===== src/design/fadu_pkg.sv =====
`timescale 1ns / 1ps
`default_nettype none
package fadu_pkg;

    localparam logic [1:0] FUNC_TEMP = 2'd0;
    localparam logic [1:0] FUNC_FIRE = 2'd1;
    localparam logic [1:0] FUNC_DOOR = 2'd2;

    localparam logic [2:0] KIND_ALARM     = 3'd0;
    localparam logic [2:0] KIND_OPEN      = 3'd1;
    localparam logic [2:0] KIND_CONFIRM   = 3'd2;
    localparam logic [2:0] KIND_DOOR_FULL = 3'd3;
    localparam logic [2:0] KIND_DET_FULL  = 3'd4;

    localparam logic [1:0] REG_THRESHOLD = 2'd0;
    localparam logic [1:0] REG_MIN_DET   = 2'd1;
    localparam logic [1:0] REG_PERIOD    = 2'd2;

    // controller -> datapath
    typedef struct packed {
        logic load;        // capture input word
        logic prune_start; // clear prune index and kept count
        logic prune_rd;    // issue detection read at prune index
        logic prune_chk;   // evaluate returned detection, compact
        logic det_store;   // append stamp, commit kept count
        logic door_start;
        logic door_rd;
        logic door_chk;
        logic door_store;
        logic scan_start;  // open list walk
        logic scan_rd;
        logic set_alarm;
    } t_cmd;

    // datapath -> controller
    typedef struct packed {
        logic pass;        // report qualifies
        logic prune_more;  // entries remain to prune
        logic det_full;
        logic count_hit;
        logic door_more;
        logic door_match;
        logic door_full;
        logic scan_more;
        logic alarm;
    } t_sts;

endpackage
`default_nettype wire


===== src/design/fadu_datapath.sv =====
`timescale 1ns / 1ps
`default_nettype none
module fadu_datapath #(
    parameter int DETECTION_DEPTH = 64,
    parameter int DOOR_DEPTH      = 32
) (
    input  wire logic                i_clk,
    input  wire logic                i_rst_n,
    input  wire fadu_pkg::t_cmd      i_cmd,
    output fadu_pkg::t_sts           o_sts,
    input  wire logic                i_cfg_we,
    input  wire logic [1:0]          i_cfg_idx,
    input  wire logic [31:0]         i_cfg_data,
    input  wire logic [47:0]         i_now_us,
    input  wire logic [47:0]         i_reading_time_us,
    input  wire logic signed [15:0]  i_temperature,
    input  wire logic [31:0]         i_door_addr,
    input  wire logic [15:0]         i_door_port,
    output logic [31:0]              o_scan_addr,
    output logic [15:0]              o_scan_port,
    output logic [31:0]              o_in_addr,
    output logic [15:0]              o_in_port
);
    localparam int DW = $clog2(DETECTION_DEPTH + 1);
    localparam int DA = (DETECTION_DEPTH > 1) ? $clog2(DETECTION_DEPTH) : 1;
    localparam int RW = $clog2(DOOR_DEPTH + 1);
    localparam int RA = (DOOR_DEPTH > 1) ? $clog2(DOOR_DEPTH) : 1;

    logic signed [15:0] r_thr;
    logic [6:0]         r_min;
    logic [30:0]        r_period;

    logic [47:0]        r_now, r_stamp;
    logic signed [15:0] r_temp;
    logic [31:0]        r_addr;
    logic [15:0]        r_port;

    logic [47:0] r_det_mem [DETECTION_DEPTH];
    logic [47:0] r_door_mem [DOOR_DEPTH];
    logic [47:0] r_det_q, r_door_q;

    logic [DW-1:0] r_det_cnt, r_rd_i, r_kept;
    logic [RW-1:0] r_door_cnt, r_dr_i;
    logic          r_alarm, r_match;

    // ages as 49-bit signed differences
    logic signed [48:0] w_age_in, w_age_st;
    assign w_age_in = $signed({1'b0, r_now}) - $signed({1'b0, r_stamp});
    assign w_age_st = $signed({1'b0, r_now}) - $signed({1'b0, r_det_q});

    logic signed [48:0] w_per;
    assign w_per = $signed({18'd0, r_period});

    always_ff @(posedge i_clk) begin
        if (!i_rst_n) begin
            r_thr    <= '0;
            r_min    <= 7'd1;
            r_period <= 31'd1000000;
        end else if (i_cfg_we) begin
            case (i_cfg_idx)
                fadu_pkg::REG_THRESHOLD: r_thr    <= $signed(i_cfg_data[15:0]);
                fadu_pkg::REG_MIN_DET:   r_min    <= i_cfg_data[6:0];
                fadu_pkg::REG_PERIOD:    r_period <= i_cfg_data[30:0];
                default: ;
            endcase
        end
    end

    always_ff @(posedge i_clk) begin
        if (i_cmd.load) begin
            r_now   <= i_now_us;
            r_stamp <= i_reading_time_us;
            r_temp  <= i_temperature;
            r_addr  <= i_door_addr;
            r_port  <= i_door_port;
        end
    end

    // detection store: one read and one write per cycle
    always_ff @(posedge i_clk) begin
        if (i_cmd.prune_rd)
            r_det_q <= r_det_mem[r_rd_i[DA-1:0]];
        if (i_cmd.prune_chk && (w_age_st < w_per))
            r_det_mem[r_kept[DA-1:0]] <= r_det_q;
        else if (i_cmd.det_store && (r_kept != DW'(DETECTION_DEPTH)))
            r_det_mem[r_kept[DA-1:0]] <= r_stamp;
    end

    always_ff @(posedge i_clk) begin
        if (i_cmd.door_rd || i_cmd.scan_rd)
            r_door_q <= r_door_mem[r_dr_i[RA-1:0]];
        if (i_cmd.door_store)
            r_door_mem[r_door_cnt[RA-1:0]] <= {r_addr, r_port};
    end

    always_ff @(posedge i_clk) begin
        if (!i_rst_n) begin
            r_det_cnt  <= '0;
            r_door_cnt <= '0;
            r_alarm    <= 1'b0;
            r_rd_i     <= '0;
            r_kept     <= '0;
            r_dr_i     <= '0;
            r_match    <= 1'b0;
        end else begin
            if (i_cmd.prune_start) begin
                r_rd_i <= '0;
                r_kept <= '0;
            end
            if (i_cmd.prune_rd)
                r_rd_i <= r_rd_i + 1'b1;
            if (i_cmd.prune_chk && (w_age_st < w_per))
                r_kept <= r_kept + 1'b1;
            if (i_cmd.det_store) begin
                if (r_kept == DW'(DETECTION_DEPTH))
                    r_det_cnt <= r_kept;
                else
                    r_det_cnt <= r_kept + 1'b1;
            end
            if (i_cmd.door_start || i_cmd.scan_start) begin
                r_dr_i  <= '0;
                r_match <= 1'b0;
            end
            if (i_cmd.door_rd || i_cmd.scan_rd)
                r_dr_i <= r_dr_i + 1'b1;
            if (i_cmd.door_chk && (r_door_q[15:0] == r_port))
                r_match <= 1'b1;
            if (i_cmd.door_store)
                r_door_cnt <= r_door_cnt + 1'b1;
            if (i_cmd.set_alarm)
                r_alarm <= 1'b1;
        end
    end

    always_comb begin
        o_sts.pass       = (r_temp >= r_thr) && !(w_age_in > w_per);
        o_sts.prune_more = (r_rd_i < r_det_cnt);
        o_sts.det_full   = (r_kept == DW'(DETECTION_DEPTH));
        // count after append is r_det_cnt, compared once stored
        o_sts.count_hit  = ({1'b0, r_min} <= 8'(r_det_cnt));
        o_sts.door_more  = (r_dr_i < r_door_cnt);
        o_sts.door_match = r_match;
        o_sts.door_full  = (r_door_cnt == RW'(DOOR_DEPTH));
        o_sts.scan_more  = (r_dr_i < r_door_cnt);
        o_sts.alarm      = r_alarm;
    end

    assign o_scan_addr = r_door_q[47:16];
    assign o_scan_port = r_door_q[15:0];
    assign o_in_addr   = r_addr;
    assign o_in_port   = r_port;

    assert property (@(posedge i_clk) disable iff (!i_rst_n)
        i_cmd.det_store |-> (r_kept <= DW'(DETECTION_DEPTH))) else $error("kept count overflow");
    assert property (@(posedge i_clk) disable iff (!i_rst_n)
        r_det_cnt <= DW'(DETECTION_DEPTH)) else $error("detection count overflow");
    assert property (@(posedge i_clk) disable iff (!i_rst_n)
        r_door_cnt <= RW'(DOOR_DEPTH)) else $error("door count overflow");
    assert property (@(posedge i_clk) disable iff (!i_rst_n)
        $past(r_alarm) |-> r_alarm) else $error("alarm cleared");

endmodule
`default_nettype wire


===== src/design/fadu_ctrl.sv =====
`timescale 1ns / 1ps
`default_nettype none
module fadu_ctrl (
    input  wire logic            i_clk,
    input  wire logic            i_rst_n,
    input  wire logic            i_valid,
    output logic                 o_ready,
    input  wire logic [1:0]      i_func,
    output fadu_pkg::t_cmd       o_cmd,
    input  wire fadu_pkg::t_sts  i_sts,
    input  wire logic [31:0]     i_scan_addr,
    input  wire logic [15:0]     i_scan_port,
    input  wire logic [31:0]     i_in_addr,
    input  wire logic [15:0]     i_in_port,
    output logic                 o_valid,
    input  wire logic            i_ready,
    output logic [2:0]           o_kind,
    output logic [31:0]          o_out_door_addr,
    output logic [15:0]          o_out_door_port,
    output logic                 o_last
);
    typedef enum logic [12:0] {
        S_IDLE  = 13'b0000000000001,
        S_DISP  = 13'b0000000000010,
        S_PRD   = 13'b0000000000100,
        S_PCHK  = 13'b0000000001000,
        S_PEND  = 13'b0000000010000,
        S_EVAL  = 13'b0000000100000,
        S_DRD   = 13'b0000001000000,
        S_DCHK  = 13'b0000010000000,
        S_DEND  = 13'b0000100000000,
        S_SRD   = 13'b0001000000000,
        S_SCHK  = 13'b0010000000000,
        S_EMIT  = 13'b0100000000000,
        S_CONF  = 13'b1000000000000
    } t_state;

    t_state      r_state, n_state;
    logic [1:0]  r_func;
    logic        r_ov, r_olast, r_scan;
    logic [2:0]  r_okind;
    logic [31:0] r_oaddr;
    logic [15:0] r_oport;
    logic        w_push, w_free;
    logic [2:0]  w_kind;
    logic [31:0] w_addr;
    logic [15:0] w_port;
    logic        w_last;

    assign w_free  = !r_ov || i_ready;
    assign o_ready = (r_state == S_IDLE);

    always_comb begin
        n_state = r_state;
        o_cmd   = '0;
        w_push  = 1'b0;
        w_kind  = fadu_pkg::KIND_ALARM;
        w_addr  = '0;
        w_port  = '0;
        w_last  = 1'b0;
        case (r_state)
            S_IDLE: if (i_valid) begin
                o_cmd.load = 1'b1;
                n_state    = S_DISP;
            end
            S_DISP: begin
                if (r_func == fadu_pkg::FUNC_TEMP && !i_sts.alarm && i_sts.pass) begin
                    o_cmd.prune_start = 1'b1;
                    n_state = S_PRD;
                end else if (r_func == fadu_pkg::FUNC_FIRE && !i_sts.alarm) begin
                    o_cmd.set_alarm  = 1'b1;
                    o_cmd.scan_start = 1'b1;
                    n_state = S_EVAL;
                end else if (r_func == fadu_pkg::FUNC_DOOR && i_sts.alarm) begin
                    n_state = S_CONF;
                end else if (r_func == fadu_pkg::FUNC_DOOR) begin
                    o_cmd.door_start = 1'b1;
                    n_state = S_DRD;
                end else begin
                    n_state = S_IDLE;
                end
            end
            S_PRD: begin
                if (i_sts.prune_more) begin
                    o_cmd.prune_rd = 1'b1;
                    n_state = S_PCHK;
                end else begin
                    o_cmd.det_store = 1'b1;
                    n_state = S_PEND;
                end
            end
            S_PCHK: begin
                o_cmd.prune_chk = 1'b1;
                n_state = S_PRD;
            end
            S_PEND: begin
                if (i_sts.det_full) begin
                    if (w_free) begin
                        w_push = 1'b1;
                        w_kind = fadu_pkg::KIND_DET_FULL;
                        w_last = 1'b1;
                        n_state = S_IDLE;
                    end
                end else if (i_sts.count_hit) begin
                    o_cmd.set_alarm  = 1'b1;
                    o_cmd.scan_start = 1'b1;
                    n_state = S_EVAL;
                end else begin
                    n_state = S_IDLE;
                end
            end
            // door walk index was cleared on entry, so scan_more is current
            S_EVAL: if (w_free) begin
                w_push = 1'b1;
                w_kind = fadu_pkg::KIND_ALARM;
                w_last = !i_sts.scan_more;
                n_state = S_SRD;
            end
            S_SRD: begin
                if (i_sts.scan_more) begin
                    o_cmd.scan_rd = 1'b1;
                    n_state = S_SCHK;
                end else begin
                    n_state = S_IDLE;
                end
            end
            S_SCHK: if (w_free) begin
                w_push = 1'b1;
                w_kind = fadu_pkg::KIND_OPEN;
                w_addr = i_scan_addr;
                w_port = i_scan_port;
                w_last = !i_sts.scan_more;
                n_state = S_SRD;
            end
            S_DRD: begin
                if (i_sts.door_match) begin
                    n_state = S_IDLE;
                end else if (i_sts.door_more) begin
                    o_cmd.door_rd = 1'b1;
                    n_state = S_DCHK;
                end else begin
                    n_state = S_DEND;
                end
            end
            S_DCHK: begin
                o_cmd.door_chk = 1'b1;
                n_state = S_DRD;
            end
            S_DEND: if (w_free) begin
                w_push = 1'b1;
                w_last = 1'b1;
                if (i_sts.door_full) begin
                    w_kind = fadu_pkg::KIND_DOOR_FULL;
                end else begin
                    o_cmd.door_store = 1'b1;
                    w_kind = fadu_pkg::KIND_CONFIRM;
                    w_addr = i_in_addr;
                    w_port = i_in_port;
                end
                n_state = S_IDLE;
            end
            S_CONF: if (w_free) begin
                w_push = 1'b1;
                w_addr = i_in_addr;
                w_port = i_in_port;
                if (!r_scan) begin
                    w_kind = fadu_pkg::KIND_OPEN;
                end else begin
                    w_kind = fadu_pkg::KIND_CONFIRM;
                    w_last = 1'b1;
                    n_state = S_IDLE;
                end
            end
            default: n_state = S_IDLE;
        endcase
    end

    always_ff @(posedge i_clk) begin
        if (!i_rst_n) begin
            r_state <= S_IDLE;
            r_ov    <= 1'b0;
            r_scan  <= 1'b0;
        end else begin
            r_state <= n_state;
            if (w_push)
                r_ov <= 1'b1;
            else if (i_ready)
                r_ov <= 1'b0;
            if (r_state == S_CONF && w_push)
                r_scan <= !r_scan;
        end
    end

    always_ff @(posedge i_clk) begin
        if (r_state == S_IDLE && i_valid)
            r_func <= i_func;
        if (w_push) begin
            r_okind <= w_kind;
            r_oaddr <= w_addr;
            r_oport <= w_port;
            r_olast <= w_last;
        end
    end

    assign o_valid         = r_ov;
    assign o_kind          = r_okind;
    assign o_out_door_addr = r_oaddr;
    assign o_out_door_port = r_oport;
    assign o_last          = r_olast;

    assert property (@(posedge i_clk) disable iff (!i_rst_n)
        (r_ov && !i_ready) |=> (r_ov && $stable(r_okind))) else $error("word lost");
    assert property (@(posedge i_clk) disable iff (!i_rst_n)
        w_push |-> w_free) else $error("push onto full register");
    assert property (@(posedge i_clk) disable iff (!i_rst_n)
        (r_state == S_IDLE) |-> !r_scan) else $error("confirm phase stuck");

endmodule
`default_nettype wire


===== src/design/fire_alarm_detection_unit.sv =====
`timescale 1ns / 1ps
`default_nettype none
// One item at a time; ready is high only when the controller is idle, so the
// next word is taken only once the previous one has finished.
// Processing time grows with each stored detection pruned and with each
// door walked for lookup or alarm fan-out.
// Each result word sits in one output register; back-pressure stalls the walk.
// Synchronous active-low reset clears counts, alarm, state and config registers to defaults.
module fire_alarm_detection_unit #(
    parameter int DETECTION_DEPTH = 64,
    parameter int DOOR_DEPTH      = 32
) (
    input  wire logic               i_clk,
    input  wire logic               i_rst_n,
    input  wire logic               i_valid,
    output logic                    o_ready,
    input  wire logic [1:0]         i_func,
    input  wire logic [47:0]        i_now_us,
    input  wire logic [47:0]        i_reading_time_us,
    input  wire logic signed [15:0] i_temperature,
    input  wire logic [31:0]        i_door_addr,
    input  wire logic [15:0]        i_door_port,
    output logic                    o_valid,
    input  wire logic               i_ready,
    output logic [2:0]              o_kind,
    output logic [31:0]             o_out_door_addr,
    output logic [15:0]             o_out_door_port,
    output logic                    o_last,
    input  wire logic               i_cfg_valid,
    output logic                    o_cfg_ready,
    input  wire logic [1:0]         i_cfg_index,
    input  wire logic [31:0]        i_cfg_data
);
    fadu_pkg::t_cmd w_cmd;
    fadu_pkg::t_sts w_sts;
    logic [31:0] w_scan_addr, w_in_addr;
    logic [15:0] w_scan_port, w_in_port;

    assign o_cfg_ready = 1'b1;

    fadu_datapath #(
        .DETECTION_DEPTH(DETECTION_DEPTH),
        .DOOR_DEPTH     (DOOR_DEPTH)
    ) u_dp (
        .i_clk            (i_clk),
        .i_rst_n          (i_rst_n),
        .i_cmd            (w_cmd),
        .o_sts            (w_sts),
        .i_cfg_we         (i_cfg_valid),
        .i_cfg_idx        (i_cfg_index),
        .i_cfg_data       (i_cfg_data),
        .i_now_us         (i_now_us),
        .i_reading_time_us(i_reading_time_us),
        .i_temperature    (i_temperature),
        .i_door_addr      (i_door_addr),
        .i_door_port      (i_door_port),
        .o_scan_addr      (w_scan_addr),
        .o_scan_port      (w_scan_port),
        .o_in_addr        (w_in_addr),
        .o_in_port        (w_in_port)
    );

    fadu_ctrl u_ctrl (
        .i_clk          (i_clk),
        .i_rst_n        (i_rst_n),
        .i_valid        (i_valid),
        .o_ready        (o_ready),
        .i_func         (i_func),
        .o_cmd          (w_cmd),
        .i_sts          (w_sts),
        .i_scan_addr    (w_scan_addr),
        .i_scan_port    (w_scan_port),
        .i_in_addr      (w_in_addr),
        .i_in_port      (w_in_port),
        .o_valid        (o_valid),
        .i_ready        (i_ready),
        .o_kind         (o_kind),
        .o_out_door_addr(o_out_door_addr),
        .o_out_door_port(o_out_door_port),
        .o_last         (o_last)
    );

endmodule
`default_nettype wire


===== config.mk =====
export PLATFORM = sky130hd
export DESIGN_NAME = fire_alarm_detection_unit
export DESIGN_NICKNAME = d
export VERILOG_FILES = /design/src/design/fadu_pkg.sv /design/src/design/fadu_datapath.sv /design/src/design/fadu_ctrl.sv /design/src/design/fire_alarm_detection_unit.sv
export SDC_FILE = /design/constraint.sdc
export NUM_CORES = 2
export LEC_CHECK = 0
export BUFFER_PORTS_ARGS = -buffer_cell sky130_fd_sc_hd__clkbuf_2
export CAP_MARGIN = 20
export CORE_MARGIN = 2
export CORE_UTILIZATION = 33
export DETAILED_ROUTE_END_ITERATION = 8
export GPL_ROUTABILITY_DRIVEN = 0
export PLACE_DENSITY = 0.45
export REMOVE_ABC_BUFFERS = 1
export SYNTH_ARGS = -nofsm -noshare
export SYNTH_HDL_FRONTEND = slang
export SYNTH_HIERARCHICAL = 1
export SYNTH_MEMORY_MAX_BITS = 65536
export SYNTH_SLANG_ARGS = --single-unit

===== constraint.sdc =====
create_clock -name i_clk -period 11 [get_ports i_clk]
set_input_delay 0.55 -clock i_clk [delete_from_list [all_inputs] [get_ports i_clk]]
set_output_delay 0.55 -clock i_clk [all_outputs]
set_load 0.02 [all_outputs]

Word level (Yosys, flattened, before mapping) --
Memories as Yosys holds them, arrays and structs flattened. A register that Yosys moved wholly into a read port is not among the register bits. Cells that the tools add are included.
Storage, ports and cells: bits in latches 0, memories 2, bits in read-only memories 0, flip-flop bits (word level) 318, word-level logic and storage cells 179, memory bits (writable) 4608
Cells by class: shift-type cells 0, div/mod/pow operators 0, bitwise logic cells 1, muxes and demuxes 86, add/sub/neg operators 6, equal/unequal tests 24, magnitude comparators 6, reduce and logical (&&, ||, !) cells 31, multiply operators 0
Memories:
- u_dp.r_det_mem | words 64, bits a word 48, rd ports 1, clocked after memory_dff 1, write ports 1, RTL line fadu_datapath.sv:38 | logic [47:0] r_det_mem [DETECTION_DEPTH];
- u_dp.r_door_mem | words 32, bits a word 48, rd ports 1, clocked after memory_dff 1, write ports 1, RTL line fadu_datapath.sv:39 | logic [47:0] r_door_mem [DOOR_DEPTH];
Operators by type and width (number):
- case mux 13 bit (11 select lines) | 1
- two-way mux 32 bit | 4
- two-way mux 13 bit | 9
- subtractor 48 x 48 -> 49 bit | 2
- case mux 32 bit (3 select lines) | 1
- two-way mux 16 bit | 4
- > comparator 49 x 32 -> 1 bit | 1
- < comparator 49 x 32 -> 1 bit | 1
- two-way mux 48 bit | 1
- case mux 16 bit (3 select lines) | 1
- two-way mux 1 bit | 44
- two-way mux 7 bit | 5
- two-way mux 6 bit | 3
- two-way mux 9 bit | 2
- == test 16 bit | 1
- greater-or-equal comparator 16 bit | 1
- adder 7 x 1 -> 7 bit, second input constant | 2
- == test 13 x 1 -> 1 bit, second input constant | 1
- == test 13 x 10 -> 1 bit, second input constant | 1
- == test 13 x 11 -> 1 bit, second input constant | 1
- == test 13 bit, second input constant | 1
- == test 13 x 2 -> 1 bit, second input constant | 1
- == test 13 x 3 -> 1 bit, second input constant | 1
- == test 13 x 4 -> 1 bit, second input constant | 1
- other kinds (33) | 64

Depth between registers and ports, before layout --
depth after elaboration 10, gate-level depth with buffers 30, depth with buffers taken out 30

By module --
Netlist, hierarchy kept.
By module, submodules not included:
- fadu_datapath | sequential area each 147841.8 um2, area each 194621.7 um2, cells each 8669, times used 1
- fadu_ctrl | sequential area each 1921.8 um2, area each 3225.6 um2, cells each 263, times used 1
- fire_alarm_detection_unit | sequential area each 0.0 um2, area each 11.3 um2, cells each 2, times used 1

Worst setup path before layout --
Ideal clock, no wire load.
kind flip-flop to flip-flop, start point register u_dp.r_det_q[0] (read register of u_dp.r_det_mem), end point memory u_dp.r_det_mem[15][0] (enable), data required time 10.487 ns, buffers on the path 2, period minus slack after synthesis 8.401 ns, arrival 7.888 ns, cell stages (with the launch flop) 23, path slack 2.599 ns, cells stage by stage edfxtp_1 ha_1 fa_1 and4b_1 a211o_1 o2111ai_2 and2_1 o41ai_1 xor2_1 ha_1 a21oi_1 o21ai_0 a221oi_1 a21oi_1 o221ai_1 nand3b_1 a221oi_1 and4b_1 nand3_1 and3_1 clkbuf_1 clkbuf_1 nor3_1
Between the ends: cells in the longest elaborated chain, start to end 6, elaborated cells on any way between the ends 8
RTL lines:
- start, declared | RTL line fadu_datapath.sv:40 | logic [47:0] r_det_q, r_door_q;
- subtractor 48 x 48 -> 49 bit * | RTL line fadu_datapath.sv:49 | assign w_age_st = $signed({1'b0, r_now}) - $signed({1'b0, r_det_q});
- < comparator 49 x 32 -> 1 bit * | RTL line fadu_datapath.sv:83 | if (i_cmd.prune_chk && (w_age_st < w_per))
- logical AND 1 bit * | RTL line fadu_datapath.sv:83
- two-way mux 1 bit | RTL line fadu_datapath.sv:83
- two-way mux 1 bit (on tied branches) | RTL line fadu_datapath.sv:84, fadu_datapath.sv:86
- OR 1 bit (no line) *
- end, declared | RTL line fadu_datapath.sv:38
Every way passes the cells marked *; elsewhere a longest branch is shown, timed or not.

Worst setup path in the final report --
start point register u_dp.r_det_q[3] (read register of u_dp.r_det_mem), end point memory u_dp.r_det_mem[24][31] (data pin)
Between the ends: cells in the longest elaborated chain, start to end 6
RTL lines:
- subtractor 48 x 48 -> 49 bit | RTL line fadu_datapath.sv:49
- < comparator 49 x 32 -> 1 bit | RTL line fadu_datapath.sv:83
- logical AND 1 bit | RTL line fadu_datapath.sv:83
- two-way mux 1 bit | RTL line fadu_datapath.sv:83
- two-way mux 1 bit (implied by the code) | RTL line fadu_datapath.sv:86 | r_det_mem[r_kept[DA-1:0]] <= r_stamp;
- two-way mux 48 bit (no line)
Every way passes these cells.

==> metrics.yaml <==
status: "finished, violations left"
violations: "hold timing"
p_seq_share_pct: 52.6
vias: 98200
ys_ff_latch: 5022
grt_pass1_wl_mm: 849
fp.dieH_um: 778
slew_headroom_pct: 22.3
yosysTopAreaCellShare_pct: 74.6
worstMarginPinSlew_ns: 1.17
path_class: "reg -> reg"
port_buffers: 253
die_w_um: 778
hold_path_depth: 1
place_inst: 17100
min_from: "i_now_us[4]"
grt_overflow: 0
holdWs_ns: -0.0277
numCtsBuffers: 562
track_usage_pct: 20.2
layout_commonest_cell: "edfxtp_1"
wl_per_cell_um: 34.1
synth_warnings: 6
cts_setup_buffers: 0
drv_cap: 0
period_minus_slack_ns: 8.70
finalNetCount: 10200
p_sw_mw: 8.15
p_clk_share_pct: 45.9
p_sw_share_pct: 20.5
min_path_type: "in -> reg"
wl_mm: 623
clk_latency_ns: 1.09
synthFlopType: "edfxtp_1"
reg2reg_from: "u_dp/r_det_q[3]"
crit_fanout: 36
start_kind: "flop"
worst_hold_path.endpoint: "u_dp/r_now[4]"
fin_tns_setup_ns: 0
post-dp-hpwl_mm: 357
fin_cells: 18300
rows: 284
viasPerCell: 5.37
final_cell_mix: "edfxtp_1 (4,918), mux4_2 (1,473), clkbuf_16 (580)"
end_kind: "flop"
cts_num_sinks: 5022
clockRootBuffer: "clkbuf_16"
rrSetupSlack_ns: 2.30
clockBufferDepth: 4
grt_pass1_vias: 102000
grt_max_degree: 127
worstSetupStartpoint: "u_dp/r_det_q[3]"
netlist_top_cells_area: "edfxtp_1 (75%), mux4_2 (17%), ha_1 (1.3%), dfxtp_1 (1.1%), clkbuf_1 (0.54%)"
skew_ns: 0.0956
rr_worst_depth: 23
io_pins: 256
core_mm2: 0.598
hold_viol: 1
synth_area_mm2: 0.198
setup_viol: 0
dieArea_mm2: 0.606
rsz0062_at_grt: "false"
drcViolationCount: 0
drv_slew: 0
syn_to_final_growth_pct: 17.0
p_int_mw: 31.6
worstReg2RegEnd: "u_dp/r_det_mem[24][31]"
combinationalPowerShare_pct: 1.5
fmax_mhz: 115
antenna_found_initial: 62
drtAntennaViolNets: 0
syn_inst: 8934
leakage_nw: 62.1
cts_tree: "done"
critical_path_required_ns: 11.80
power.density_cell_area_mw_per_mm2: 172
vdd.ir_drop.worst_uv: 161
syn_avg_cell_area_um2: 22.1
final_layout_size_suffix_gt1_share_pct: 29.9
yosys.area.top_type: "edfxtp_1"
critPathArrivalTime_ns: 9.50
dr.pass1.iters: 6
finalCritPeriodShare_pct: 79.1
drt_iter0_drc: 9641
ys_seq_area_share_pct: 75.7
synth_edf_count: 4918
yosysUniqueCellTypes: 87
path_clk_slew_ns: 0.06
htreeDepth: 6
start_util_pct: 33.1
ys_async_sr_fraction_pct: 0
## power by group through the flow
| stage | Combinational, mW | Clock, mW | Sequential [mW] |
|---|---|---|---|
| floorplan | 0.252 | 0 | 21.3 |
| global placement | 0.492 | 0 | 21.3 |
| detailed placement | 0.496 | 0 | 21.3 |
| CTS | 0.561 | 18.7 | 20.9 |
| global route | 0.644 | 19.4 | 20.9 |
| finish | 0.592 | 18.2 | 20.9 |
## synth_stat cells (all sizes together) (8+ instances only)
cell type	instances
mux2i	78
xnor2	67
nor2	169
nand3b	10
mux4	1473
o31ai	14
nor3	103
o21a	18
ha	199
nor3b	8
buf	155
o211ai	23
edfxtp	4918
a21o	50
nand3	57
o21ai	122
a31oi	19
inv	188
nor2b	25
xor2	35
a211oi	28
and3	21
mux2	64
a21oi	188
o21bai	9
nand4b	8
and2	17
nand2b	20
clkbuf	284
a22o	49
dfxtp	104
o22ai	9
or3	15
nand2	243
nand4	45
## registers in the layout (all words and copies together) (netlist names), 2 cells and up
register                flops
u_dp/o_in_port             16
u_dp/r_dr_i                 6
u_dp/r_rd_i                 7
u_ctrl/o_kind               3
u_ctrl/r_func               2
u_dp/r_det_cnt              7
u_ctrl/r_state             13
u_dp/r_now                 48
u_dp/r_thr                 16
u_dp/r_door_mem          1536
u_dp/r_temp                16
u_dp/r_door_cnt             6
u_ctrl/o_out_door_addr     32
u_dp/r_stamp               48
u_dp/o_in_addr             32
u_dp/r_door_q              48
u_dp/r_kept                 7
u_dp/r_min                  7
u_dp/r_det_q               48
u_ctrl/o_out_door_port     16
u_dp/r_period              31
u_dp/r_det_mem           3072
## kinds of logic (layout without fill, tap and decap cells)
family                   after synthesis  after routing  share of synthesized area [%]
AO/OA/AOI/OAI                        584            584                           1.89
flip-flops                          5022           5022                           75.7
XOR/XNOR                             102            102                          0.452
buffers and inverters                630           1967                           1.25
multiplexers                        1615           1615                           17.5
AND/OR/NAND/NOR                      778            778                           1.92
adder cells (fa/ha/maj)              201            201                           1.28
other                                  2             14                        0.00380
## what timing repair did
item	in CTS	in global routing
hold buffers	185	0
endpoints found under the hold margin	194	0
resized for setup	0	0
## worst max-delay path: stages (launching register included)
cell,delay [ns]
edfxtp_1,0.36
inv_1,0.14
ha_1,0.30
a21o_1,0.21
a21oi_1,0.26
a2111oi_2,0.16
o31ai_1,0.76
a21oi_1,0.37
a21oi_1,0.33
xnor2_1,0.16
ha_1,0.31
a21oi_1,0.24
nand2_1,0.08
a221oi_1,0.39
nand2_1,0.12
o221ai_1,0.26
nand3b_1,0.13
a221oi_1,0.22
and4b_1,0.50
and3_1,0.46
or3_4,0.83
buf_4,0.45
mux2i_4,0.82
buf_4,0.49
## final cells by class
class | instances | area [um^2]
antenna | 12 | 30.0
clock buffer | 729 | 15100
clock inverter | 263 | 2630
fill | 53600 | 366000
inverter | 191 | 722
multi-input combinational | 3282 | 46900
sequential | 5022 | 150000
tap | 8008 | 10000
timing repair buffer | 784 | 6350
## metrics by stage
stage	cell area (um^2)	power [mW]	utilization, %	setup slack [ns]
after floorplan	196000	21.5	-	-25.27
after global placement	211000	21.8	35.4	2.47
after global routing	231000	40.9	38.7	2.00
after detailed placement	211000	21.8	35.4	2.48
after CTS	231000	40.1	38.7	2.48
final	232000	39.7	38.7	2.30
## metal layers
| layer | wire (um) | global-route usage [%] | part of all wire (%) |
|---|---|---|---|
| met3 | 36300 | 3.43 | 5.8 |
| met4 | 14500 | 4.45 | 2.3 |
| met2 | 313000 | 34.7 | 50 |
| met5 | 41 | 0 | 0.0066 |
| met1 | 259000 | 26.9 | 42 |
## worst max-delay path by stage
stage / end / slack, ns
2_1_floorplan: u_dp/r_det_mem[15][0] / -25.27
3_3_place_gp: u_dp/r_det_mem[62][1] / 2.47
3_5_place_dp: u_dp/r_det_mem[13][27] / 2.48
4_1_cts: u_dp/r_det_mem[63][27] / 2.48
5_1_grt: u_dp/r_det_mem[15][27] / 2.00
6_report: u_dp/r_det_mem[24][31] / 2.30
(Power assumes the default switching activity.)
